`src/rtl/srwc_ram.sv`:
```
// ----------------------------------------------------------------------------
// srwc_ram
// Generic single-port-write, single-port-read RAM with a registered read.
// ----------------------------------------------------------------------------
module srwc_ram #(
	parameter int WIDTH = 16,
	parameter int DEPTH = 256
) (
	input  logic                     clk,
	input  logic                     we,
	input  logic [$clog2(DEPTH)-1:0] waddr,
	input  logic [WIDTH-1:0]         wdata,
	input  logic                     re,
	input  logic [$clog2(DEPTH)-1:0] raddr,
	output logic [WIDTH-1:0]         rdata
);

	logic [WIDTH-1:0] mem [DEPTH];

	always_ff @(posedge clk) begin
		if (we) begin
			mem[waddr] <= wdata;
		end
		if (re) begin
			rdata <= mem[raddr];
		end
	end

endmodule

```
`config.mk`:
```
export PLATFORM = sky130hd
export DESIGN_NAME = srwc_ram
export DESIGN_NICKNAME = d
export VERILOG_FILES = /design/src/rtl/srwc_ram.sv
export SDC_FILE = /design/constraint.sdc
export NUM_CORES = 2
export LEC_CHECK = 0
export BUFFER_PORTS_ARGS = -buffer_cell sky130_fd_sc_hd__buf_2
export CORE_ASPECT_RATIO = 0.8
export CORE_MARGIN = 2
export CORE_UTILIZATION = 65
export CTS_BUF_LIST = sky130_fd_sc_hd__clkbuf_8
export DETAILED_ROUTE_END_ITERATION = 16
export PLACE_DENSITY_LB_ADDON = 0.12
export SKIP_CTS_REPAIR_TIMING = 1
export SYNTH_ARGS = -nofsm -noshare
export SYNTH_HDL_FRONTEND = slang
export SYNTH_SLANG_ARGS = --single-unit
```
`constraint.sdc`:
```
create_clock -name clk -period 3.4 [get_ports clk]
set_input_delay 0.68 -clock clk [delete_from_list [all_inputs] [get_ports clk]]
set_output_delay 0.68 -clock clk [all_outputs]
set_load 0.01 [all_outputs]
```
==> flow_metrics.py <==
metrics = {
    "finish": {
        "final_core_util": 0.7432,
        "nets": 8604,
        "drive_gt1_frac": 0.2980,
        "design_area_um2": 180800,
        "area_growth_pct": 13.78,
        "fin_cells": 12230,
    },
    "floorplan": {
        "die_h_um": 446.2,
        "coreArea_um2": 243200,
        "die-area_um2": 248400,
        "ioPinCount": 51,
        "rows": 162,
        "initial_core_util": 0.6532,
        "die_w_um": 556.7,
    },
    "clock_tree": {
        "clockBufferDepth": 4,
        "cts.sinks": 4112,
        "cts_buffers": 612,
        "cts_tree": "done",
        "clk_pin_slew_ps": 60,
        "h-tree-depth": 6,
        "clock-root-buffer": "clkbuf_8",
        "clk_latency_ps": 1080,
    },
    "synth": {
        "synth_compound_area_frac": 0.03534,
        "synth-main-ff-cell": "edfxtp_1",
        "synth.most_common_cell": "edfxtp_1",
        "seq_area_frac_synth": 0.7772,
        "yosys.area_share.simple": 0.01573,
        "synthMuxAreaShare": 0.1548,
        "synth_edf_count": 4112,
        "synth_area_leaders": "edfxtp_1, mux4_2, mux2i_1, o221ai_1, nor2_1",
        "syn-num-nets": 7395,
        "async_reset_ff_frac": 0,
        "ys_seq_elements": 4112,
        "post_synth_num_cell_types": 51,
        "synth_top_area_share": 0.7772,
        "synth_xor_area_frac": 0,
        "synth_top_family_by_area": "multiplexers",
        "synth_commonest_cells": "edfxtp_1, mux4_2, mux2i_1",
        "yosys.area_share.adder": 0,
        "synth_area_um2": 158900,
        "synth_largest_area_cell": "edfxtp_1",
        "synthCells": 7360,
        "syn_area_per_cell_um2": 21.59,
        "ys.warnings.count": 0,
    },
    "global_route": {
        "grt_first_pass_wirelength_um": 587600,
        "antenna_found_initial": 27,
        "grt_use_total": 0.3363,
        "grt_max_degree": 112,
        "first_global_vias": 82330,
        "grt-ovfl-total": 0,
    },
    "critical_path": {
        "rrSetupSlack_ps": 290,
        "cp.arrival_ps": 3990,
        "worstSetupPathType": "in2reg",
        "startpoint_type": "input pin",
        "end_kind": "flop",
        "worstPathMaxFanout": 17,
        "critPathRequiredTime_ps": 4250,
    },
    "placement": {
        "dpl_cell_area_um2": 170100,
        "dp_cells": 11150,
        "place_hpwl_um": 257400,
        "port_buffers": 50,
        "detailedPlace.worstSlack_ps": -625.7,
        "place_congestion": 0.9250,
    },
    "timing": {
        "max_freq_ghz": 0.3186,
        "worst_pin_slew_ps": 1454,
        "finalHoldViolCount": 0,
        "fin_crit_ps": 3139,
        "finalMaxSlewViolations": 0,
        "slew_headroom": 0.02260,
        "rsz0062_at_grt": "false",
        "finalSetupViolCount": 0,
        "skew_ps": 60.69,
        "min_period_over_period": 0.9231,
        "hold_ws_ps": 41.83,
        "setup_slack_ps": 261.4,
    },
    "min_path": {
        "worst_hold_path_type": "in2reg",
    },
    "power_and_ir_drop": {
        "vdd_ir_drop_max_mv": 0.5974,
        "power.leakage_nw": 59.61,
        "power_density_nw_per_um2": 540.0,
    },
    "outcome": {
        "status": "complete, no violations",
    },
    "routing": {
        "first_iter_violations": 13560,
        "viasPerCell": 6.843,
        "drc_errors": 0,
        "firstDrtPassIters": 6,
        "antenna_left": 0,
        "wire_per_inst_um": 33.78,
        "num_vias": 83680,
        "drt-total-wl_um": 413000,
    },
    "run": {
        "cap_violations": 0,
    },
}
-- power by group --
| group | internal [mW] | leakage (nW) | switching [mW] |
|---|---|---|---|
| combinational | 2.26 | 16.5 | 3.55 |
| sequential | 55.9 | 37.0 | 0.0714 |
| clock | 17.6 | 6.14 | 18.3 |
-- cell families (layout without fill, tap and decap cells) --
logic type / Yosys count / in the layout
DFF: 4112 / 4112
muxes: 1450 / 1450
AOI/OAI and AO/OA: 786 / 786
and+or+nand+nor: 556 / 556
buffers and inverters: 456 / 2115
other: 0 / 11
-- path summary, 6_finish.rpt --
path	depth (start not counted)	end	from
max	11	rdata[5]	raddr[0]
max reg2reg	6	rdata[14]	mem[51][14]
min reg2reg	5	rdata[1]	mem[238][1]
min	1	mem[121][6]	wdata[6]
-- worst max-delay path, cell delays in order --
cell      delay (ps)
buf_12           210
buf_4            240
buf_12           200
buf_4            250
mux2i_1          100
o221ai_1         290
o22ai_1          140
o31ai_1         1140
o32ai_1          190
buf_4            240
nor4_1           260
-- cell type report --
class                      count  area (µm²)
sequential                  4112      123500
fill                       13520       62470
multi-input combinational   2792       32870
timing repair buffer        1047        9729
clock buffer                 630        8671
tap                         3198        4001
clock inverter               434        1964
inverter                       4       27.53
antenna                       11       27.53
-- flip-flops by register name, indices dropped and copies added (netlist names) --
name   count
mem     4096
rdata     16
-- through the flow --
stage               setup TNS [ps]  power (mW)
floorplan                        0       59.78
global placement             -7588       62.64
detailed placement           -8019       62.76
CTS                              0       97.89
global route                     0       100.3
finish                           0       97.62
-- routing by layer --
layer	wire [µm]	track usage	part of all wire	vias up
met5	234	0.005063	0.00057	-
met2	187600	0.4955	0.45	5810
met1	155000	0.4988	0.38	43280
met4	14290	0.1113	0.035	12
li1	-	-	-	33800
met3	55850	0.08954	0.14	778
-- cells in the final DEF (no fill, tap or decap), drive strengths merged, types with 11 or more instances in the layout --
cell type,instances
a22o,32
a22oi,43
nor3,92
o21ai,38
mux2,88
o22ai,148
clkinv,204
nor4,18
mux4,797
diode,11
nand3,35
a221oi,28
edfxtp,4112
and3,11
clkbuf,631
inv,215
buf,1045
a211oi,18
mux2i,565
nand2,38
nand4,26
a21oi,175
o32ai,21
o31ai,16
nor2,304
o221ai,253
clkinvlp,14
Note: power is estimated with default switching activity, not from simulation.
