### src/rtl/srwc_pkg.sv
// ----------------------------------------------------------------------------
// srwc_pkg
// Shared types and constants for the stepper ramp generator with wall
// correction.
// ----------------------------------------------------------------------------
package srwc_pkg;

	localparam int unsigned IDX_W    = 8;
	localparam int unsigned PERIOD_W = 16;
	localparam int unsigned SENSOR_W = 12;
	localparam int unsigned WINDOW_W = 14;
	localparam int unsigned GAIN_W   = 8;
	localparam int unsigned CORR_W   = 16;
	localparam int unsigned CFG_W    = 16;
	localparam int unsigned CFG_IDX_W = 3;

	localparam logic [PERIOD_W-1:0] PULSE_WIDTH = 16'd4000;

	typedef enum logic [1:0] {
		OP_LEFT    = 2'd0,
		OP_RIGHT   = 2'd1,
		OP_CONTROL = 2'd2,
		OP_TABLE   = 2'd3
	} opcode_t;

	typedef enum logic [CFG_IDX_W-1:0] {
		REG_BASE_LEFT         = 3'd0,
		REG_BASE_RIGHT        = 3'd1,
		REG_WINDOW_LOW_LEFT   = 3'd2,
		REG_WINDOW_HIGH_LEFT  = 3'd3,
		REG_WINDOW_LOW_RIGHT  = 3'd4,
		REG_WINDOW_HIGH_RIGHT = 3'd5,
		REG_GAIN              = 3'd6,
		REG_DEFAULT_INTERVAL  = 3'd7
	} cfg_reg_t;

endpackage

### src/rtl/srwc_corr.sv
// ----------------------------------------------------------------------------
// srwc_corr
// One side of the wall correction: sensor difference, window check and
// proportional product, registered, then saturated to 16 bits.
// ----------------------------------------------------------------------------
module srwc_corr
	import srwc_pkg::*;
(
	input  logic                       clk,
	input  logic                       load,
	input  logic                       enable,
	input  logic [SENSOR_W-1:0]        sensor,
	input  logic [SENSOR_W-1:0]        base,
	input  logic signed [WINDOW_W-1:0] win_low,
	input  logic signed [WINDOW_W-1:0] win_high,
	input  logic [GAIN_W-1:0]          gain,
	output logic signed [CORR_W-1:0]   corr
);

	localparam int DIFF_W = SENSOR_W + 1;
	localparam int PROD_W = DIFF_W + GAIN_W + 1;

	logic signed [DIFF_W-1:0]   diff;
	logic signed [WINDOW_W-1:0] diff_x;
	logic                       in_window;
	logic signed [PROD_W-1:0]   prod;
	logic signed [PROD_W-1:0]   prod_s1;
	logic                       active_s1;

	assign diff      = $signed({1'b0, sensor}) - $signed({1'b0, base});
	assign diff_x    = WINDOW_W'(diff);
	assign in_window = (win_low < diff_x) && (diff_x < win_high);
	assign prod      = PROD_W'($signed({1'b0, gain}) * diff);

	always_ff @(posedge clk) begin
		if (load) begin
			prod_s1   <= prod;
			active_s1 <= enable && in_window;
		end
	end

	always_comb begin
		if (!active_s1) begin
			corr = '0;
		end else if (prod_s1 > PROD_W'(32767)) begin
			corr = 16'sd32767;
		end else if (prod_s1 < -PROD_W'(32768)) begin
			corr = -16'sd32768;
		end else begin
			corr = CORR_W'(prod_s1);
		end
	end

endmodule
### config.mk
export PLATFORM = sky130hd
export DESIGN_NAME = srwc_corr
export DESIGN_NICKNAME = d
export VERILOG_FILES = /design/src/rtl/srwc_pkg.sv /design/src/rtl/srwc_corr.sv
export SDC_FILE = /design/constraint.sdc
export NUM_CORES = 1
export LEC_CHECK = 0
export ABC_AREA = 1
export BUFFER_PORTS_ARGS = -buffer_cell sky130_fd_sc_hd__buf_2
export CAP_MARGIN = 0
export CORE_MARGIN = 8
export CORE_UTILIZATION = 60
export CTS_CLUSTER_DIAMETER = 120
export CTS_CLUSTER_SIZE = 24
export DETAILED_ROUTE_END_ITERATION = 16
export PLACE_DENSITY_LB_ADDON = 0.08
export SYNTH_ARGS = -nofsm -noshare
export SYNTH_HDL_FRONTEND = slang
export SYNTH_SLANG_ARGS = --single-unit
### constraint.sdc
create_clock -name clk -period 14.1 [get_ports clk]
set_input_delay 3.525 -clock clk [delete_from_list [all_inputs] [get_ports clk]]
set_output_delay 3.525 -clock clk [all_outputs]
set_load 0.005 [all_outputs]
==> reports/results.ini <==
[outcome]
status=finished, final reports clean

[min_path]
min_delay_path_depth=3
worstHoldStart=enable
hold_path_end=active_s1
min_path_type=input pin to flop

[synth]
synth-simple-area-share_pct=21.4
ys_seq_area_share_pct=11.0
synthArstFlopShare_pct=0
syn_inst=861
synth_xor_area_share_pct=3.33
synth_ff_type=edfxtp_1
syn_area_sq_um=6280
synth_compound_area_share_pct=5.90
synth_cell_types=29
ys_ff_latch=23
yosysWarnings=0
syn_nets=1091
avgSynthCellArea_sq_um=7.29
post_synth_fa_ha_maj_area_fraction_pct=43.5
synthMuxAreaShare_pct=0
synth_edf_count=23
synth_top_family_by_area=adder cells

[finish]
multi_input_area_sq_um=4650
area_growth_pct=9.11
fillers=921
fin_nets=1165
register_area_sq_um=691
utilization_pct=66.9
diodes=0
drive_gt1_share_pct=10.5

[clocking]
clk_path_buf_depth=2
post_cts_buffers=0
hold_buffers=0
cts_resized=0
cts_tree=built
cts_sinks=23
htreeDepth=1
clkSlewWorstSetupHoldPaths_ns=0.08
root_buffer=clkbuf_8
cts_buffers=3

[global_route]
grt_overflow=0
track_usage_pct=21.9
antenna_found_initial=0
grt_max_degree=24
first_global_vias=5840
grt_first_pass_wirelength_mm=25.9

[critical_path]
crit_required_ns=14.13
worstSetupEndpointType=flop
crit_type=input pin to flop
crit_path_start_kind=input pin
critPathMaxStageDelay_ns=0.58
crit_top_cell=nand2_1
cp_max_fo=11
cp.arrival_ns=8.79
cpMaxStageDelayCell=fa_1

[floorplan]
dieArea_sq_um=14000
die-width_um=118
rows=37
start_util_pct=61.4
core_area_sq_um=10200
io_pins=79
die_h_um=118

[placement]
gp_congestion=0.876
dp_hpwl_mm=12.7
port_buffers=78

[timing]
setup_viol_count_final=0
finalHoldViolCount=0
max-slew-margin-rel_pct=54.2
fin_tns_setup_ns=0
drv_slew=0
min_period_ns=8.77
fmax_mhz=114
tightest_slew_ns=0.681
timing.final.crit_share_pct=62.2
rsz0062_at_grt=no

[route]
drt_iter0_markers=326
drc=0
ant_nets=0
drt_wl_total_mm=14.5
vias=5445
dr.pass1.iters=5
vias_per_cell=5.09
wl_per_cell_um=13.5

[job]
max_cap_violations=0

-- layout make-up --
type / instances / share of cell area, %
flip-flops and latches: 23 / 10.1
repair buffers: 78 / 5.70
inverters: 241 / 13.2
multi-input cells: 588 / 67.9
well taps: 136 / 2.48
clock buffers: 4 / 0.658
-- registers in the layout, summed over array words and instances (netlist names) --
signal     cells
prod_s1       22
active_s1      1
-- synth_stat cells, types with 5 or more instances --
cell / instances / area [sq um]
inv_1: 235 / 882
nand2_1: 177 / 664
nor2_1: 102 / 383
fa_1: 85 / 1700
ha_1: 82 / 1030
a21oi_1: 48 / 240
nand3_1: 30 / 150
edfxtp_1: 23 / 691
o21ai_0: 13 / 65.1
xor2_1: 13 / 114
clkbuf_1: 8 / 30.0
nand2_2: 5 / 31.3
nand4_1: 5 / 31.3
-- placed cells by master, fill, tap and decap left out, types with 2 or more instances in the layout --
master    instances
buf_2            78
edfxtp_1         23
a21oi_1          48
clkbuf_8          3
xnor2_1           4
a21o_1            4
ha_1             82
fa_1             85
nand4_1           5
inv_1           235
clkinv_1          2
inv_2             4
nand2_1         177
xor2_1           13
nor2_1          102
o21ai_0          13
nand3_1          30
nor3_1            3
nand2_2           5
nand3b_1          3
or2_2             3
o21bai_1          3
xor2_2            2
-- through the flow --
step	hold WS, ns	cells	area [sq um]	setup slack, ns
3_3_place_gp	3.98	1066	6800	5.20
5_1_grt	3.70	1070	6850	4.88
4_1_cts	3.70	1070	6850	5.34
6_report	3.70	1070	6850	5.33
3_5_place_dp	3.98	1066	6800	5.08
2_1_floorplan	3.64	861	6280	5.67
-- worst max-delay path by stage --
| stage | from | end | depth (start not counted) |
|---|---|---|---|
| final | sensor[0] | prod_s1[17] | 29 |
| after global placement | sensor[0] | prod_s1[19] | 27 |
| after detailed placement | sensor[0] | prod_s1[17] | 29 |
| after CTS | sensor[0] | prod_s1[21] | 29 |
| after global routing | sensor[0] | prod_s1[19] | 31 |
| after floorplan | sensor[0] | prod_s1[20] | 28 |
-- kinds of logic after synthesis --
group,Yosys count
AOI/OAI and AO/OA,70
DFF,23
and+or+nand+nor,331
xor gates and xnor gates,20
buffers and inverters,250
adders and majority gates,167
-- routing by layer --
layer / global-route usage, % / up-vias / wire length [um]
met3: 2.71 / 26 / 730
met1: 27.6 / 2549 / 6340
met2: 38.9 / 158 / 7110
li1: - / 2712 / -
met4: 5.20 / 0 / 310
met5: 0 / - / 0
-- worst max-delay path, delay by kind of cell --
| family | cells | cell delay (ns) |
|---|---|---|
| AND/OR/NAND/NOR | 13 | 1.29 |
| buffers and inverters | 7 | 0.54 |
| AO/OA/AOI/OAI | 2 | 0.33 |
| adder cells (fa/ha/maj) | 7 | 3.10 |
Power is not shown: default switching activity piles up to over one toggle a cycle in this logic, so the estimate is an artifact.
